[config.mk]
export PLATFORM = sky130hd
export DESIGN_NAME = rf_fragment_reassembly_tracker_flat
export DESIGN_NICKNAME = d
export VERILOG_FILES = /design/src/rfrt_pkg.sv /design/src/rfrt_if.sv /design/src/rfrt_ram.sv /design/src/rfrt_ctrl.sv /design/src/rfrt_dp.sv /design/src/rf_fragment_reassembly_tracker.sv /design/src/flat_wrapper.sv
export SDC_FILE = /design/constraint.sdc
export NUM_CORES = 2
export LEC_CHECK = 0
export BUFFER_PORTS_ARGS = -buffer_cell sky130_fd_sc_hd__buf_4
export CAP_MARGIN = 20
export CORE_AREA = 2 2 746 525
export DETAILED_ROUTE_END_ITERATION = 8
export DIE_AREA = 0 0 748 527
export PLACE_DENSITY = 0.65
export SYNTH_ARGS = -nofsm -noshare
export SYNTH_HDL_FRONTEND = slang
export SYNTH_MEMORY_MAX_BITS = 65536
export SYNTH_SLANG_ARGS = --single-unit
[constraint.sdc]
create_clock -name clk -period 13.05 [get_ports clk]
set_input_delay 0 -clock clk [delete_from_list [all_inputs] [get_ports clk]]
set_output_delay 0 -clock clk [all_outputs]
set_load 0.05 [all_outputs]
[src/rfrt_pkg.sv]
`timescale 1ns / 1ps
// ---------------------------------------------------------------------------
// rfrt_pkg
// Shared types, codes and constants of the fragment reassembly tracker.
// ---------------------------------------------------------------------------
package rfrt_pkg;

  localparam int DefFragmentSlots = 16;
  localparam int DefPayloadBytes  = 32;
  localparam int HdrBytes         = 11;
  localparam int IdByte           = 9;
  localparam logic [7:0] IdMask   = 8'b0111_1111;
  localparam logic [7:0] FinalBit = 8'b1000_0000;

  localparam logic [1:0] FUNC_CLEAR  = 2'd0;
  localparam logic [1:0] FUNC_BYTE   = 2'd1;
  localparam logic [1:0] FUNC_VERIFY = 2'd2;
  localparam logic [1:0] FUNC_READ   = 2'd3;

  localparam logic [3:0] ST_OK          = 4'd0;
  localparam logic [3:0] ST_RESEND_ALL  = 4'd1;
  localparam logic [3:0] ST_ALL_TIMEOUT = 4'd2;
  localparam logic [3:0] ST_RETRANSMIT  = 4'd3;
  localparam logic [3:0] ST_RT_TIMEOUT  = 4'd4;
  localparam logic [3:0] ST_ACCEPTED    = 4'd5;
  localparam logic [3:0] ST_SHORT       = 4'd6;
  localparam logic [3:0] ST_LONG        = 4'd7;
  localparam logic [3:0] ST_ID_ZERO     = 4'd8;
  localparam logic [3:0] ST_ID_LARGE    = 4'd9;
  localparam logic [3:0] ST_ACK         = 4'd10;

  localparam logic REG_MAX_RESEND     = 1'b0;
  localparam logic REG_MAX_RETRANSMIT = 1'b1;

  typedef enum logic [2:0] {
    S_IDLE,
    S_COPY,
    S_SCAN,
    S_READ,
    S_OUT
  } rfrt_state_t;

  // controller -> datapath
  typedef struct packed {
    logic take;        // capture input item
    logic stage_byte;  // write staged byte
    logic end_start;   // evaluate ended fragment
    logic copy_step;   // move one payload byte
    logic commit;      // write slot bookkeeping
    logic clear;       // wipe marks and counters
    logic verify_eval; // decide verify at start
    logic scan_step;   // examine one received mark
    logic read_issue;  // issue payload read
    logic read_done;   // build read result
    logic load_out;    // result register loaded
  } rfrt_cmd_t;

  // datapath -> controller
  typedef struct packed {
    logic [1:0] func;
    logic       last;
    logic       frag_good;
    logic       copy_done;
    logic       scan_need;
    logic       scan_done;
    logic       out_busy;
  } rfrt_stat_t;

endpackage

[src/rfrt_if.sv]
`timescale 1ns / 1ps
// ---------------------------------------------------------------------------
// rfrt_in_if / rfrt_out_if
// Valid/ready channels carrying the tracker's input and result items.
// ---------------------------------------------------------------------------
interface rfrt_in_if;
  logic              valid;
  logic              ready;
  logic [1:0]        func;
  logic [7:0]        data_byte;
  logic              last_byte;
  logic signed [7:0] rssi;
  logic [7:0]        send_count;
  logic [3:0]        slot_index;
  logic [4:0]        byte_index;
  modport source (output valid, func, data_byte, last_byte, rssi, send_count,
                  slot_index, byte_index, input ready);
  modport sink (input valid, func, data_byte, last_byte, rssi, send_count,
                slot_index, byte_index, output ready);
endinterface

interface rfrt_out_if;
  logic              valid;
  logic              ready;
  logic [3:0]        status;
  logic [4:0]        request_id;
  logic              timed_out;
  logic [3:0]        fragment_total;
  logic [7:0]        read_data;
  logic [5:0]        read_length;
  logic [7:0]        read_command;
  logic              read_received;
  logic signed [7:0] last_signal;
  modport source (output valid, status, request_id, timed_out, fragment_total,
                  read_data, read_length, read_command, read_received,
                  last_signal, input ready);
  modport sink (input valid, status, request_id, timed_out, fragment_total,
                read_data, read_length, read_command, read_received,
                last_signal, output ready);
endinterface

[src/rfrt_ram.sv]
`timescale 1ns / 1ps
// ---------------------------------------------------------------------------
// rfrt_ram
// Generic single-port-write, single-port-read RAM with registered read.
// ---------------------------------------------------------------------------
module rfrt_ram #(
  parameter int Width = 8,
  parameter int Depth = 64
) (
  input  logic                     clk,
  input  logic                     we,
  input  logic [$clog2(Depth)-1:0] waddr,
  input  logic [Width-1:0]         wdata,
  input  logic [$clog2(Depth)-1:0] raddr,
  output logic [Width-1:0]         rdata
);
  logic [Width-1:0] mem [Depth];

  always_ff @(posedge clk) begin
    if (we) mem[waddr] <= wdata;
    rdata <= mem[raddr];
  end
endmodule

[src/rfrt_ctrl.sv]
`timescale 1ns / 1ps
// ---------------------------------------------------------------------------
// rfrt_ctrl
// Sequencer: accepts items and steps the datapath through copy, scan, read.
// ---------------------------------------------------------------------------
module rfrt_ctrl
  import rfrt_pkg::*;
(
  input  logic       clk,
  input  logic       rst,
  input  logic       in_valid,
  output logic       in_ready,
  input  rfrt_stat_t st,
  output rfrt_cmd_t  cmd
);
  rfrt_state_t state, state_next;

  always_ff @(posedge clk) begin
    if (rst) state <= S_IDLE;
    else     state <= state_next;
  end

  // next state
  always_comb begin
    state_next = state;
    unique case (state)
      S_IDLE: begin
        if (in_valid && !st.out_busy) begin
          unique case (st.func)
            FUNC_CLEAR:  state_next = S_IDLE;
            FUNC_BYTE:   state_next = (st.last && st.frag_good) ? S_COPY : S_IDLE;
            FUNC_VERIFY: state_next = st.scan_need ? S_SCAN : S_IDLE;
            FUNC_READ:   state_next = S_READ;
            default:     state_next = S_IDLE;
          endcase
        end
      end
      S_COPY: if (st.copy_done) state_next = S_IDLE;
      S_SCAN: if (st.scan_done) state_next = S_IDLE;
      S_READ: state_next = S_OUT;
      S_OUT:  state_next = S_IDLE;
      default: state_next = S_IDLE;
    endcase
  end

  // outputs
  always_comb begin
    cmd = '0;
    in_ready = 1'b0;
    unique case (state)
      S_IDLE: begin
        in_ready = !st.out_busy;
        if (in_valid && !st.out_busy) begin
          cmd.take = 1'b1;
          unique case (st.func)
            FUNC_CLEAR: begin
              cmd.clear = 1'b1;
              cmd.load_out = 1'b1;
            end
            FUNC_BYTE: begin
              cmd.stage_byte = 1'b1;
              if (st.last) begin
                cmd.end_start = 1'b1;
                cmd.load_out = !st.frag_good;
              end
            end
            FUNC_VERIFY: begin
              cmd.verify_eval = 1'b1;
              cmd.load_out = !st.scan_need;
            end
            FUNC_READ: cmd.read_issue = 1'b1;
            default: ;
          endcase
        end
      end
      S_COPY: begin
        cmd.copy_step = 1'b1;
        if (st.copy_done) begin
          cmd.commit = 1'b1;
          cmd.load_out = 1'b1;
        end
      end
      S_SCAN: begin
        cmd.scan_step = 1'b1;
        cmd.load_out = st.scan_done;
      end
      S_READ: ;
      S_OUT: begin
        cmd.read_done = 1'b1;
        cmd.load_out = 1'b1;
      end
      default: ;
    endcase
  end
endmodule

[src/rfrt_dp.sv]
`timescale 1ns / 1ps
// ---------------------------------------------------------------------------
// rfrt_dp
// Datapath: staging buffer, slot store, bookkeeping, verify scan, result reg.
// ---------------------------------------------------------------------------
module rfrt_dp
  import rfrt_pkg::*;
#(
  parameter int FragmentSlots = DefFragmentSlots,
  parameter int PayloadBytes  = DefPayloadBytes
) (
  input  logic       clk,
  input  logic       rst,
  input  logic       cfg_we,
  input  logic       cfg_index,
  input  logic [7:0] cfg_data,
  rfrt_in_if.sink    in_ch,
  rfrt_out_if.source out_ch,
  input  rfrt_cmd_t  cmd,
  output rfrt_stat_t st
);
  localparam int StageDepth = PayloadBytes + 12;
  localparam int SW  = $clog2(StageDepth + 1);
  localparam int SAW = $clog2(StageDepth);
  localparam int PW  = $clog2(PayloadBytes + 1);
  localparam int PAW = (PayloadBytes > 1) ? $clog2(PayloadBytes) : 1;
  localparam int IW  = $clog2(FragmentSlots);
  localparam int MemDepth = FragmentSlots * PayloadBytes;
  localparam int MAW = $clog2(MemDepth);

  logic [7:0] max_resend, max_retransmit;
  logic [SW-1:0] staging_count;
  logic [7:0] first_byte, id_byte;
  logic [PW-1:0] slot_length [FragmentSlots];
  logic [7:0] slot_command [FragmentSlots];
  logic [FragmentSlots-1:0] slot_received;
  logic [6:0] highest_id, final_id;
  logic [7:0] retransmit_count;
  logic signed [7:0] stored_signal;

  // captured item
  logic [3:0] sidx_q;
  logic [4:0] bidx_q;

  // fragment end evaluation on the current (last) byte
  logic [SW-1:0] len_now;
  logic [7:0] id_raw_now;
  logic [6:0] id_now;
  logic [3:0] end_status;
  always_comb begin
    len_now = (staging_count < SW'(StageDepth)) ? staging_count + SW'(1) : staging_count;
    id_raw_now = (staging_count == SW'(IdByte)) ? in_ch.data_byte : id_byte;
    id_now = id_raw_now[6:0] & IdMask[6:0];
    priority if (len_now < SW'(HdrBytes)) end_status = ST_SHORT;
    else if (len_now - SW'(HdrBytes) > SW'(PayloadBytes)) end_status = ST_LONG;
    else if (id_now == 7'd0) end_status = ST_ID_ZERO;
    else if (32'(id_now) >= FragmentSlots) end_status = ST_ID_LARGE;
    else end_status = ST_ACCEPTED;
  end

  // copy state
  logic [IW-1:0] cp_slot;
  logic [PW-1:0] cp_len, cp_k, cp_rd;
  logic cp_final, cp_rvalid;
  logic [7:0] cp_cmd;

  // staging RAM; read port used by the copy loop
  logic [SAW-1:0] stg_raddr;
  logic [7:0] stg_rdata;
  assign stg_raddr = SAW'(32'(HdrBytes) - 1 + 32'(cp_rd));
  rfrt_ram #(.Width(8), .Depth(StageDepth)) u_stage (
    .clk(clk), .we(cmd.stage_byte && staging_count < SW'(StageDepth)),
    .waddr(staging_count[SAW-1:0]), .wdata(in_ch.data_byte),
    .raddr(stg_raddr), .rdata(stg_rdata));

  // payload RAM
  logic pay_we;
  logic [MAW-1:0] pay_waddr, pay_raddr;
  logic [7:0] pay_rdata;
  assign pay_we = cmd.copy_step && cp_rvalid;
  assign pay_waddr = MAW'(32'(cp_slot) * PayloadBytes + 32'(cp_k));
  assign pay_raddr = MAW'(32'(sidx_q[IW-1:0]) * PayloadBytes
                          + 32'(bidx_q[PAW-1:0]));
  rfrt_ram #(.Width(8), .Depth(MemDepth)) u_payload (
    .clk(clk), .we(pay_we), .waddr(pay_waddr), .wdata(stg_rdata),
    .raddr(pay_raddr), .rdata(pay_rdata));

  assign st.copy_done = (cp_k == cp_len) || (cp_rvalid && cp_k + PW'(1) == cp_len);

  // scan
  logic [6:0] scan_i;
  logic [6:0] scan_lim;
  assign scan_lim = (32'(final_id) - 1 < FragmentSlots) ? final_id - 7'd1
                    : 7'(FragmentSlots);
  logic scan_hit, scan_end;
  assign scan_end = (scan_i >= scan_lim);
  assign scan_hit = !scan_end && !slot_received[scan_i[IW-1:0]];
  assign st.scan_done = scan_end || scan_hit;
  assign st.scan_need = (highest_id != 0) && (final_id != 0);

  // result register
  logic out_valid;
  logic [3:0] r_status;
  logic [4:0] r_req;
  logic r_to;
  logic [7:0] r_data, r_cmd;
  logic [5:0] r_len;
  logic r_rcv;

  // retransmit decision helper
  logic rt_ok;
  assign rt_ok = retransmit_count < max_retransmit;

  logic [3:0] n_status;
  logic [4:0] n_req;
  logic n_to, n_rcv, n_inrange;
  logic [7:0] n_data, n_cmd;
  logic [5:0] n_len;
  always_comb begin
    n_status = ST_ACK; n_req = '0; n_to = 1'b0;
    n_data = '0; n_cmd = '0; n_len = '0; n_rcv = 1'b0;
    n_inrange = 32'(sidx_q) < FragmentSlots;
    priority if (cmd.end_start || cmd.commit) begin
      n_status = cmd.commit ? ST_ACCEPTED : end_status;
    end else if (cmd.verify_eval) begin
      if (highest_id == 0) begin
        if (in_ch.send_count <= max_resend) n_status = ST_RESEND_ALL;
        else begin n_status = ST_ALL_TIMEOUT; n_to = 1'b1; end
      end else begin
        // final id unknown: ask for the one after the highest
        if (rt_ok) begin n_status = ST_RETRANSMIT; n_req = 5'(highest_id + 7'd1); end
        else begin n_status = ST_RT_TIMEOUT; n_to = 1'b1; end
      end
    end else if (cmd.scan_step) begin
      if (scan_hit) begin
        if (rt_ok) begin n_status = ST_RETRANSMIT; n_req = 5'(scan_i + 7'd1); end
        else begin n_status = ST_RT_TIMEOUT; n_to = 1'b1; end
      end else n_status = ST_OK;
    end else if (cmd.read_done) begin
      if (n_inrange) begin
        if (32'(bidx_q) < PayloadBytes) n_data = pay_rdata;
        n_len = 6'(slot_length[sidx_q[IW-1:0]]);
        n_cmd = slot_command[sidx_q[IW-1:0]];
        n_rcv = slot_received[sidx_q[IW-1:0]];
      end
    end else ;
  end

  assign st.func = in_ch.func;
  assign st.last = in_ch.last_byte;
  assign st.frag_good = (end_status == ST_ACCEPTED);
  assign st.out_busy = out_valid;

  // configuration
  always_ff @(posedge clk) begin
    if (rst) begin
      max_resend <= 8'd3;
      max_retransmit <= 8'd5;
    end else if (cfg_we) begin
      if (cfg_index == REG_MAX_RESEND) max_resend <= cfg_data;
      else max_retransmit <= cfg_data;
    end
  end

  // staging control and captured item
  always_ff @(posedge clk) begin
    if (rst) begin
      staging_count <= '0;
      stored_signal <= '0;
    end else if (cmd.stage_byte) begin
      if (in_ch.last_byte) begin
        staging_count <= '0;
        stored_signal <= in_ch.rssi;
      end else if (staging_count < SW'(StageDepth)) begin
        staging_count <= staging_count + SW'(1);
      end
    end
  end

  always_ff @(posedge clk) begin
    if (cmd.take) begin
      sidx_q <= in_ch.slot_index;
      bidx_q <= in_ch.byte_index;
    end
    if (cmd.stage_byte && staging_count == '0) first_byte <= in_ch.data_byte;
    if (cmd.stage_byte && staging_count == SW'(IdByte)) id_byte <= in_ch.data_byte;
  end

  // copy loop: read staging one ahead, write payload
  always_ff @(posedge clk) begin
    if (rst) begin
      cp_rvalid <= 1'b0;
    end else if (cmd.end_start && st.frag_good) begin
      cp_slot <= IW'(id_now - 7'd1);
      cp_len <= PW'(len_now - SW'(HdrBytes));
      cp_final <= id_raw_now[7] & FinalBit[7];
      cp_cmd <= (staging_count == '0) ? in_ch.data_byte : first_byte;
      cp_k <= '0;
      cp_rd <= '0;
      cp_rvalid <= 1'b0;
    end else if (cmd.copy_step) begin
      cp_rd <= cp_rd + PW'(1);
      cp_rvalid <= 1'b1;
      if (cp_rvalid) cp_k <= cp_k + PW'(1);
    end
  end

  // slot bookkeeping, ids and counter
  always_ff @(posedge clk) begin
    if (rst || cmd.clear) begin
      slot_received <= '0;
      highest_id <= '0;
      final_id <= '0;
      retransmit_count <= '0;
      for (int i = 0; i < FragmentSlots; i++) begin
        slot_length[i] <= '0;
        slot_command[i] <= '0;
      end
    end else begin
      if (cmd.commit) begin
        slot_length[cp_slot] <= cp_len;
        slot_command[cp_slot] <= cp_cmd;
        slot_received[cp_slot] <= 1'b1;
        if (7'(cp_slot) + 7'd1 > highest_id) highest_id <= 7'(cp_slot) + 7'd1;
        if (cp_final) final_id <= 7'(cp_slot) + 7'd1;
      end
      if ((cmd.verify_eval && highest_id != 0 && final_id == 0)
          || (cmd.scan_step && scan_hit))
        retransmit_count <= retransmit_count + 8'd1;
    end
  end

  always_ff @(posedge clk) begin
    if (cmd.verify_eval) scan_i <= '0;
    else if (cmd.scan_step && !st.scan_done) scan_i <= scan_i + 7'd1;
  end

  // result register
  always_ff @(posedge clk) begin
    if (rst) out_valid <= 1'b0;
    else if (cmd.load_out) out_valid <= 1'b1;
    else if (out_ch.ready) out_valid <= 1'b0;
  end

  always_ff @(posedge clk) begin
    if (cmd.load_out) begin
      r_status <= n_status; r_req <= n_req; r_to <= n_to;
      r_data <= n_data; r_len <= n_len; r_cmd <= n_cmd; r_rcv <= n_rcv;
    end
  end

  // fragment_total and last_signal track live state
  logic [6:0] ft_src;
  assign ft_src = cmd.commit && cp_final ? 7'(cp_slot) + 7'd1 : final_id;
  logic [3:0] r_ft;
  logic signed [7:0] r_sig;
  always_ff @(posedge clk) begin
    if (cmd.load_out) begin
      r_ft <= cmd.clear ? 4'd0 : ft_src[3:0];
      r_sig <= (cmd.stage_byte && in_ch.last_byte) ? in_ch.rssi : stored_signal;
    end
  end

  assign out_ch.valid = out_valid;
  assign out_ch.status = r_status;
  assign out_ch.request_id = r_req;
  assign out_ch.timed_out = r_to;
  assign out_ch.fragment_total = r_ft;
  assign out_ch.read_data = r_data;
  assign out_ch.read_length = r_len;
  assign out_ch.read_command = r_cmd;
  assign out_ch.read_received = r_rcv;
  assign out_ch.last_signal = r_sig;
endmodule

[src/rf_fragment_reassembly_tracker.sv]
`timescale 1ns / 1ps
// ---------------------------------------------------------------------------
// rf_fragment_reassembly_tracker
// Fragment reassembly and selective-repeat retransmission decisions.
// ---------------------------------------------------------------------------
// One item at a time. A non-final fragment byte, a rejected fragment end,
// clear and a verify that needs no scan (no id yet, or no final id yet) are
// handled in the idle state; a read passes through the read and output
// states; an accepted fragment runs the byte copy from staging into the
// payload RAM; a verify with a final id runs the received-mark scan. A
// finished result waits in the output register; the next item is taken once
// it has been delivered.
// ---------------------------------------------------------------------------
module rf_fragment_reassembly_tracker
  import rfrt_pkg::*;
#(
  parameter int FragmentSlots = DefFragmentSlots,
  parameter int PayloadBytes  = DefPayloadBytes
) (
  input  logic       clk,
  input  logic       rst,
  input  logic       cfg_we,
  input  logic       cfg_index,
  input  logic [7:0] cfg_data,
  rfrt_in_if.sink    in_ch,
  rfrt_out_if.source out_ch
);
  rfrt_cmd_t  cmd;
  rfrt_stat_t st;
  logic rdy;

  rfrt_ctrl u_ctrl (
    .clk(clk), .rst(rst), .in_valid(in_ch.valid), .in_ready(rdy),
    .st(st), .cmd(cmd));

  rfrt_dp #(.FragmentSlots(FragmentSlots), .PayloadBytes(PayloadBytes)) u_dp (
    .clk(clk), .rst(rst), .cfg_we(cfg_we), .cfg_index(cfg_index),
    .cfg_data(cfg_data), .in_ch(in_ch), .out_ch(out_ch), .cmd(cmd), .st(st));

  assign in_ch.ready = rdy;
endmodule

[src/flat_wrapper.sv]
// flat-port wrapper written by rule: the top's interface ports become plain ports
module rf_fragment_reassembly_tracker_flat import rfrt_pkg::*;
#(
  parameter int FragmentSlots = DefFragmentSlots,
  parameter int PayloadBytes  = DefPayloadBytes
)
  (clk, rst, cfg_we, cfg_index, cfg_data, in_ch_valid, in_ch_func, in_ch_data_byte, in_ch_last_byte, in_ch_rssi, in_ch_send_count, in_ch_slot_index, in_ch_byte_index, in_ch_ready, out_ch_valid, out_ch_status, out_ch_request_id, out_ch_timed_out, out_ch_fragment_total, out_ch_read_data, out_ch_read_length, out_ch_read_command, out_ch_read_received, out_ch_last_signal, out_ch_ready);
  rfrt_in_if in_ch_i ();
  rfrt_out_if out_ch_i ();
  input  logic clk;
  input  logic rst;
  input  logic cfg_we;
  input  logic cfg_index;
  input  logic [7:0] cfg_data;
  input wire logic [$bits(in_ch_i.valid)-1:0] in_ch_valid;
  input wire logic [$bits(in_ch_i.func)-1:0] in_ch_func;
  input wire logic [$bits(in_ch_i.data_byte)-1:0] in_ch_data_byte;
  input wire logic [$bits(in_ch_i.last_byte)-1:0] in_ch_last_byte;
  input wire logic [$bits(in_ch_i.rssi)-1:0] in_ch_rssi;
  input wire logic [$bits(in_ch_i.send_count)-1:0] in_ch_send_count;
  input wire logic [$bits(in_ch_i.slot_index)-1:0] in_ch_slot_index;
  input wire logic [$bits(in_ch_i.byte_index)-1:0] in_ch_byte_index;
  output wire logic [$bits(in_ch_i.ready)-1:0] in_ch_ready;
  output wire logic [$bits(out_ch_i.valid)-1:0] out_ch_valid;
  output wire logic [$bits(out_ch_i.status)-1:0] out_ch_status;
  output wire logic [$bits(out_ch_i.request_id)-1:0] out_ch_request_id;
  output wire logic [$bits(out_ch_i.timed_out)-1:0] out_ch_timed_out;
  output wire logic [$bits(out_ch_i.fragment_total)-1:0] out_ch_fragment_total;
  output wire logic [$bits(out_ch_i.read_data)-1:0] out_ch_read_data;
  output wire logic [$bits(out_ch_i.read_length)-1:0] out_ch_read_length;
  output wire logic [$bits(out_ch_i.read_command)-1:0] out_ch_read_command;
  output wire logic [$bits(out_ch_i.read_received)-1:0] out_ch_read_received;
  output wire logic [$bits(out_ch_i.last_signal)-1:0] out_ch_last_signal;
  input wire logic [$bits(out_ch_i.ready)-1:0] out_ch_ready;
  assign in_ch_i.valid = in_ch_valid;
  assign in_ch_i.func = in_ch_func;
  assign in_ch_i.data_byte = in_ch_data_byte;
  assign in_ch_i.last_byte = in_ch_last_byte;
  assign in_ch_i.rssi = in_ch_rssi;
  assign in_ch_i.send_count = in_ch_send_count;
  assign in_ch_i.slot_index = in_ch_slot_index;
  assign in_ch_i.byte_index = in_ch_byte_index;
  assign in_ch_ready = in_ch_i.ready;
  assign out_ch_valid = out_ch_i.valid;
  assign out_ch_status = out_ch_i.status;
  assign out_ch_request_id = out_ch_i.request_id;
  assign out_ch_timed_out = out_ch_i.timed_out;
  assign out_ch_fragment_total = out_ch_i.fragment_total;
  assign out_ch_read_data = out_ch_i.read_data;
  assign out_ch_read_length = out_ch_i.read_length;
  assign out_ch_read_command = out_ch_i.read_command;
  assign out_ch_read_received = out_ch_i.read_received;
  assign out_ch_last_signal = out_ch_i.last_signal;
  assign out_ch_i.ready = out_ch_ready;
  rf_fragment_reassembly_tracker #(.FragmentSlots(FragmentSlots), .PayloadBytes(PayloadBytes)) u_core (.clk(clk), .rst(rst), .cfg_we(cfg_we), .cfg_index(cfg_index), .cfg_data(cfg_data), .in_ch(in_ch_i), .out_ch(out_ch_i));
endmodule
Word level (Yosys, flattened, before mapping)
Memories as Yosys holds them, arrays and structs flattened. A register that Yosys moved wholly into a read port is not among the register bits. Index checks and enable logic that the tools add are counted.

Bitwise operators: 4. Equal/unequal tests: 14. Multiplexer cells: 81. Add/sub/neg operators: 14. Reduce and logical (&&, ||, !) cells: 52. Magnitude comparators: 13.

Operator list (number): 4-bit two-way mux (13); 6-bit two-way mux (6); 32-bit by 5-bit less-than comparator with 1-bit output (second input constant) (1); 1-bit two-way mux (32); 8-bit two-way mux (4); 5-bit two-way mux (6); 3-bit case mux with 4 select lines (2); 7-bit logical NOT (3); 6-bit by 1-bit adder with 6-bit output (second input constant) (3); 3-bit two-way mux (6); 1-bit logical AND (17); 16-bit OR (1); 4-bit by 5-bit less-than comparator with 1-bit output (second input constant) (3); 2-bit AND reduction (7); 7-bit nonzero test (2); 6-bit == test (2); 2-bit two-way mux (6); 5-bit by 1-bit subtractor with 6-bit output (second input constant) (2); 9-bit by 5-bit adder with 9-bit output (1); 9-bit by 6-bit adder with 9-bit output (1); 8-bit by 1-bit adder with 8-bit output (second input constant) (1); 1-bit binary-select mux with 4-bit select (2); 8-bit less-or-equal comparator (1); 8-bit less-than comparator (1); other kinds (38) (55).

Register bits after elaboration: 163. Logic and storage cells: 211. Memories: 4. Output and inout bits: 47. Bits in writable memories: 4672.

Memories: u_core.u_dp.u_payload.mem (depth 512, width 8, read ports 1, clocked after Yosys merged registers in 1, write ports 1, line rfrt_ram.sv:17) `logic [Width-1:0] mem [Depth];`; u_core.u_dp.u_stage.mem (depth 44, width 8, read ports 1, clocked after Yosys merged registers in 1, write ports 1, line rfrt_ram.sv:17); u_core.u_dp.slot_command (depth 16, width 8, read ports 1, clocked after Yosys merged registers in 1, write ports 16, line rfrt_dp.sv:35) `logic [7:0] slot_command [FragmentSlots];`; u_core.u_dp.slot_length (depth 16, width 6, read ports 1, clocked after Yosys merged registers in 1, write ports 16, line rfrt_dp.sv:34) `logic [PW-1:0] slot_length [FragmentSlots];`.

Depth between registers and ports, before layout
Depth after elaboration: 14. Mapped depth: 16.

Worst setup path before layout
Ideal clock, no wire load.

Kind: flip-flop to flip-flop. From: register u_core.u_dp.u_stage.rdata[0], read port of u_core.u_dp.u_stage.mem. To: memory u_core.u_dp.u_payload.mem[0][0], data pin. Path buffers: 0. Stages on the path, launching flop included: 1. Clock period less this slack: 8.004 ns. Setup slack: 5.046 ns. Data arrival time: 6.499 ns. Path through: dfxtp_1.

RTL lines: start, declared (line rfrt_ram.sv:15) `output logic [Width-1:0] rdata`; end, declared (line rfrt_ram.sv:17).

No word-level cell before the write port.

Worst setup path after layout
From: register u_core.u_dp.bidx_q[2]. To: register u_core.u_dp.u_payload.rdata[4], read port of u_core.u_dp.u_payload.mem.

Longest elaborated chain between the ends: 1.

Ends and longest elaborated chain: start, declared (line rfrt_dp.sv:43) `logic [4:0] bidx_q;`; start signal, assigned (line rfrt_dp.sv:183) `bidx_q <= in_ch.byte_index;`; 9-bit by 5-bit adder with 9-bit output (line rfrt_dp.sv:83) `+ 32'(bidx_q[PAW-1:0]));`; end, declared (line rfrt_ram.sv:15).

Every way passes these cells. A chain may end at the register's enable or synchronous reset.

==> flow_summary.html <==
<table>
<tr><th>Metric</th><th>Value</th></tr>
<tr><th colspan="2">Critical path</th></tr>
<tr><td>Cells traversed along the worst timing path</td><td>buf_4 &gt; nand2b_4 &gt; buf_4 &gt; buf_12 &gt; buf_4 &gt; o22ai_1 &gt; o41ai_1 &gt; nor4_1 &gt; nand4_1 &gt; nand4_1 &gt; and4b_1</td></tr>
<tr><td>Most frequent cell on the critical path</td><td>sky130_fd_sc_hd__buf_4</td></tr>
<tr><td>Critical Path Slowest Stage Cell</td><td>sky130_fd_sc_hd__o41ai_1</td></tr>
<tr><td>Element type at the critical path start</td><td>flop</td></tr>
<tr><td>Worst R2R Start</td><td>u_core.u_dp.bidx_q[2]</td></tr>
<tr><td>Delay of the slowest cell on the worst path</td><td>approximately 1300 ps</td></tr>
<tr><td>Critical Path End Type</td><td>flop</td></tr>
<tr><td>Required time of the critical path</td><td>about 14,000 ps</td></tr>
<tr><td>Setup CP Type</td><td>reg2reg</td></tr>
<tr><td>Critical path arrival</td><td>between 7000 and 8000 ps</td></tr>
<tr><td>Startpoint of the worst setup timing path</td><td>u_core.u_dp.bidx_q[2]</td></tr>
<tr><td>Largest fanout on the critical path</td><td>105</td></tr>
<tr><th colspan="2">Placement</th></tr>
<tr><td>Placed standard-cell area</td><td>around 200,000 sq um</td></tr>
<tr><td>Final HPWL DP</td><td>305,000 um</td></tr>
<tr><td>Cell Count Post-Placement</td><td>about 15,000</td></tr>
<tr><td>Routability-driven placement congestion ratio</td><td>approximately 0.9</td></tr>
<tr><td>Number of port buffers</td><td>96</td></tr>
<tr><th colspan="2">Synthesis</th></tr>
<tr><td>Predominant post-synthesis flop cell</td><td>sky130_fd_sc_hd__edfxtp_1</td></tr>
<tr><td>Netlist cell types</td><td>80</td></tr>
<tr><td>Cell count after synthesis</td><td>between 10,000 and 15,000</td></tr>
<tr><td>Number of synthesized flops with an enable pin</td><td>approximately 4,800</td></tr>
<tr><td>Average instance area after synthesis</td><td>~19 sq um</td></tr>
<tr><td>Total of warnings raised by yosys</td><td>0</td></tr>
<tr><td>Count of state elements after synthesis</td><td>a little under 5,000</td></tr>
<tr><td>Sequential element share of the synthesized area</td><td>75.2%</td></tr>
<tr><td>Post-synthesis instance area</td><td>just under 200,000 sq um</td></tr>
<tr><td>Post-Synthesis Net Count</td><td>around 10,000</td></tr>
<tr><td>Share of synthesized flip-flops with an asynchronous set or reset</td><td>0%</td></tr>
<tr><th colspan="2">Min path</th></tr>
<tr><td>Hold wc startpoint</td><td>in_ch_func[0]</td></tr>
<tr><td>Min-delay worst type</td><td>in2reg</td></tr>
<tr><th colspan="2">Cells and area</th></tr>
<tr><td>Fraction of final layout cells sized beyond drive strength 1</td><td>approximately 17%</td></tr>
<tr><td>Post-route design area</td><td>roughly 210,000 sq um</td></tr>
<tr><td>Number of nets in the final layout</td><td>just over 10,000</td></tr>
<tr><td>Commonest cells after routing, fill and taps aside</td><td>sky130_fd_sc_hd__edfxtp_1, sky130_fd_sc_hd__mux2i_1, sky130_fd_sc_hd__mux4_2</td></tr>
<tr><td>Most common cell after layout, fill and taps aside</td><td>sky130_fd_sc_hd__edfxtp_1</td></tr>
<tr><td>Fill cells</td><td>28,900</td></tr>
<tr><td>Area growth from synthesis to layout</td><td>10.8%</td></tr>
<tr><td>Post-layout instance count excluding filler cells</td><td>about 16,000</td></tr>
<tr><th colspan="2">Floorplan</th></tr>
<tr><td>Number of placement rows</td><td>~190</td></tr>
<tr><td>Die Height</td><td>527 um</td></tr>
<tr><td>Effective utilization at floorplan</td><td>between 40% and 50%</td></tr>
<tr><td>Core ar.</td><td>between 300,000 and 400,000 sq um</td></tr>
<tr><td>Die ar.</td><td>just under 400,000 sq um</td></tr>
<tr><td>Die span in x</td><td>about 750 um</td></tr>
<tr><td>Top-Level Pins</td><td>between 90 and 100</td></tr>
<tr><th colspan="2">STA</th></tr>
<tr><td>Worst Max-Slew Pin Slew</td><td>1480 ps</td></tr>
<tr><td>Period Utilization, post-route</td><td>between 50% and 60%</td></tr>
<tr><td>Final count of pins violating max slew</td><td>0</td></tr>
<tr><td>Achievable clock frequency</td><td>~0.15 GHz</td></tr>
<tr><td>Final clock skew</td><td>between 50 and 60 ps</td></tr>
<tr><td>Number of hold violations in the final report</td><td>0</td></tr>
<tr><td>Period minus WS final</td><td>6650 ps</td></tr>
<tr><td>Final total negative setup slack</td><td>0 ps</td></tr>
<tr><td>Normalized max-slew margin</td><td>less than 1%</td></tr>
<tr><td>Setup violations, final</td><td>0</td></tr>
<tr><td>RSZ-0062 raised after global routing</td><td>false</td></tr>
<tr><th colspan="2">Clocking</th></tr>
<tr><td>Worst-skew pair later-pin latency</td><td>980 ps</td></tr>
<tr><td>H-tree depth</td><td>5</td></tr>
<tr><td>Number of buffers created by CTS</td><td>439</td></tr>
<tr><td>CTS tree</td><td>yes</td></tr>
<tr><td>Longest Clk Path Bufs</td><td>4</td></tr>
<tr><td>Post-CTS sizing</td><td>0</td></tr>
<tr><td>Clock transition at path regs</td><td>~70 ps</td></tr>
<tr><td>Clock Sink Count</td><td>4,865</td></tr>
<tr><td>Clock tree root buffer cell</td><td>sky130_fd_sc_hd__clkbuf_16</td></tr>
<tr><th colspan="2">Run status</th></tr>
<tr><td>Violations in the final reports</td><td>capacitance limit</td></tr>
<tr><td>Status</td><td>complete, but fails checks</td></tr>
<tr><th colspan="2">Run</th></tr>
<tr><td>Number of violations of the max-capacitance limit</td><td>1</td></tr>
<tr><th colspan="2">Power and ir drop</th></tr>
<tr><td>Pwr/cell area</td><td>151 nW/um^2</td></tr>
<tr><td>Cell internal power dissipation</td><td>around 0.025 W</td></tr>
<tr><td>Reported net switching power</td><td>approximately 0.0072 W</td></tr>
<tr><td>Max VDD drop</td><td>roughly 0.14 mV</td></tr>
<tr><td>Sw frac</td><td>approximately 22%</td></tr>
<tr><td>Clk pwr share</td><td>between 40% and 50%</td></tr>
<tr><td>Combinational cell fraction of total power</td><td>approximately 6.3%</td></tr>
<tr><td>Final Power</td><td>~0.032 W</td></tr>
<tr><td>Static leakage</td><td>between 60 and 70 nW</td></tr>
<tr><td>Sequential fraction of design power</td><td>53.6%</td></tr>
<tr><th colspan="2">Routing</th></tr>
<tr><td>Via Count</td><td>~100k</td></tr>
<tr><td>Met1 wire length</td><td>212,000 um</td></tr>
<tr><td>Detailed Routing Iterations Pass 1</td><td>6</td></tr>
<tr><td>DRC violation count after routing</td><td>0</td></tr>
<tr><td>Wirelength per Cell</td><td>~32 um</td></tr>
<tr><td>Post-detailed-route via-to-cell ratio</td><td>6.45</td></tr>
<tr><td>Met2 WL</td><td>approximately 220,000 um</td></tr>
<tr><td>Final WL</td><td>503,000 um</td></tr>
<tr><td>Number of DRC markers in iteration 0</td><td>15,500</td></tr>
<tr><td>Remaining number of nets flagged by the antenna check after routing</td><td>0</td></tr>
<tr><td>Met3 WL</td><td>approximately 60,000 um</td></tr>
<tr><td>DR top layer</td><td>met5</td></tr>
<tr><th colspan="2">Global route</th></tr>
<tr><td>First-pass GRT wire length</td><td>between 700,000 and 800,000 um</td></tr>
<tr><td>Overall routing resource usage</td><td>about a quarter</td></tr>
<tr><td>GRT Residual Overflow</td><td>0</td></tr>
<tr><td>Antenna violations before repair</td><td>37</td></tr>
<tr><td>Number of global-route vias before repair</td><td>between 90,000 and 100k</td></tr>
<tr><td>Largest net degree at the start of global routing</td><td>216</td></tr>
</table>
[layout make-up]
cell class,count,area [sq um],share of cell area [%]
inverter,57,221,0.104
clock buffer,531,11600,5.41
multi-input combinational,4491,44100,20.6
sequential,4865,145000,67.9
timing repair buffer,387,3460,1.62
clock inverter,287,2710,1.27
antenna,31,77.6,0.0363
tap,5141,6430,3.01
[through the flow]
| step | worst slack, ps | hold WS (ps) | utilization (%) |
|---|---|---|---|
| 4_1_cts | 6900 | 31.7 | 55.0 |
| 2_1_floorplan | 5050 | 98.9 | - |
| 5_1_grt | 6490 | 91.3 | 55.0 |
| 3_3_place_gp | 6940 | 214 | 51.0 |
| 3_5_place_dp | 6930 | 221 | 51.1 |
| 6_report | 6400 | 96.7 | 55.1 |
[cell usage after synthesis, types with 59 or more instances]
cell type / n / area, sq um
sky130_fd_sc_hd__o21ai_0: 100 / 500
sky130_fd_sc_hd__nand2_1: 184 / 691
sky130_fd_sc_hd__buf_2: 76 / 380
sky130_fd_sc_hd__clkbuf_1: 334 / 1250
sky130_fd_sc_hd__o22ai_1: 236 / 1480
sky130_fd_sc_hd__a21oi_1: 197 / 986
sky130_fd_sc_hd__mux4_2: 811 / 18300
sky130_fd_sc_hd__buf_6: 81 / 912
sky130_fd_sc_hd__nor3_1: 184 / 921
sky130_fd_sc_hd__o221ai_1: 263 / 2300
sky130_fd_sc_hd__mux2i_1: 815 / 8160
sky130_fd_sc_hd__dfxtp_1: 92 / 1840
sky130_fd_sc_hd__and2_1: 256 / 1600
sky130_fd_sc_hd__nor2_1: 676 / 2540
sky130_fd_sc_hd__buf_4: 59 / 443
sky130_fd_sc_hd__edfxtp_1: 4773 / 143000
[power by group through the flow]
stage	clock network, W	logic (W)	registers (W)
2_1_floorplan	0	0.00114	0.0179
3_3_place_gp	0	0.00194	0.0177
3_5_place_dp	0	0.00198	0.0177
4_1_cts	0.0131	0.00200	0.0174
5_1_grt	0.0137	0.00212	0.0174
6_report	0.0130	0.00203	0.0174
[metal layers]
layer	track usage, %	vias to the layer above
li1	-	41500
met1	39.1	53300
met2	35.6	6182
met3	5.92	762
met4	6.05	14
met5	0	-
[registers in the layout (all words and copies together), names as in the netlist, 7 cells and up]
| signal | flops |
|---|---|
| u_core.u_dp.cp_cmd | 8 |
| u_core.u_dp.first_byte | 8 |
| u_core.u_dp.id_byte | 8 |
| u_core.u_dp.max_resend | 8 |
| u_core.u_dp.max_retransmit | 8 |
| u_core.u_dp.out_ch.last_signal | 8 |
| u_core.u_dp.out_ch.read_command | 8 |
| u_core.u_dp.out_ch.read_data | 8 |
| u_core.u_dp.retransmit_count | 8 |
| u_core.u_dp.scan_i | 7 |
| u_core.u_dp.slot_command | 128 |
| u_core.u_dp.slot_length | 96 |
| u_core.u_dp.slot_received | 16 |
| u_core.u_dp.stored_signal | 8 |
| u_core.u_dp.u_payload.mem | 4096 |
| u_core.u_dp.u_payload.rdata | 8 |
| u_core.u_dp.u_stage.mem | 352 |
| u_core.u_dp.u_stage.rdata | 8 |
[cell families after synthesis]
logic type	share of synthesized area, %
DFF	75.2
muxes	14.2
and+or+nand+nor	4.13
AOI/OAI and AO/OA	3.81
buffers and inverters	2.05
xor gates and xnor gates	0.261
adders and majority gates	0.298
[worst max-delay path, delay by kind of cell, from the launching register on]
family,cells,cell delay (ps)
compound gates,2,1450
buf+inv,4,2240
flops,1,320
simple gates,5,2160
[timing repair]
action,in CTS,in global routing
setup endpoints to repair,0,0
hold endpoints to repair,552,0
buffers inserted,0,0
hold buffers,103,0
[worst paths after layout]
| kind | end | slack (ps) | depth (start not counted) |
|---|---|---|---|
| worst max-delay path | u_core.u_dp.u_payload.rdata[4] | 6400 | 11 |
| worst min-delay path | u_core.u_dp.out_ch.fragment_total[2] | 100 | 4 |
| worst max register to register | u_core.u_dp.u_payload.rdata[4] | 6400 | 11 |
| worst min register to register | u_core.u_dp.max_resend[3] | 460 | 2 |
Power figures use the tool's default switching activity.
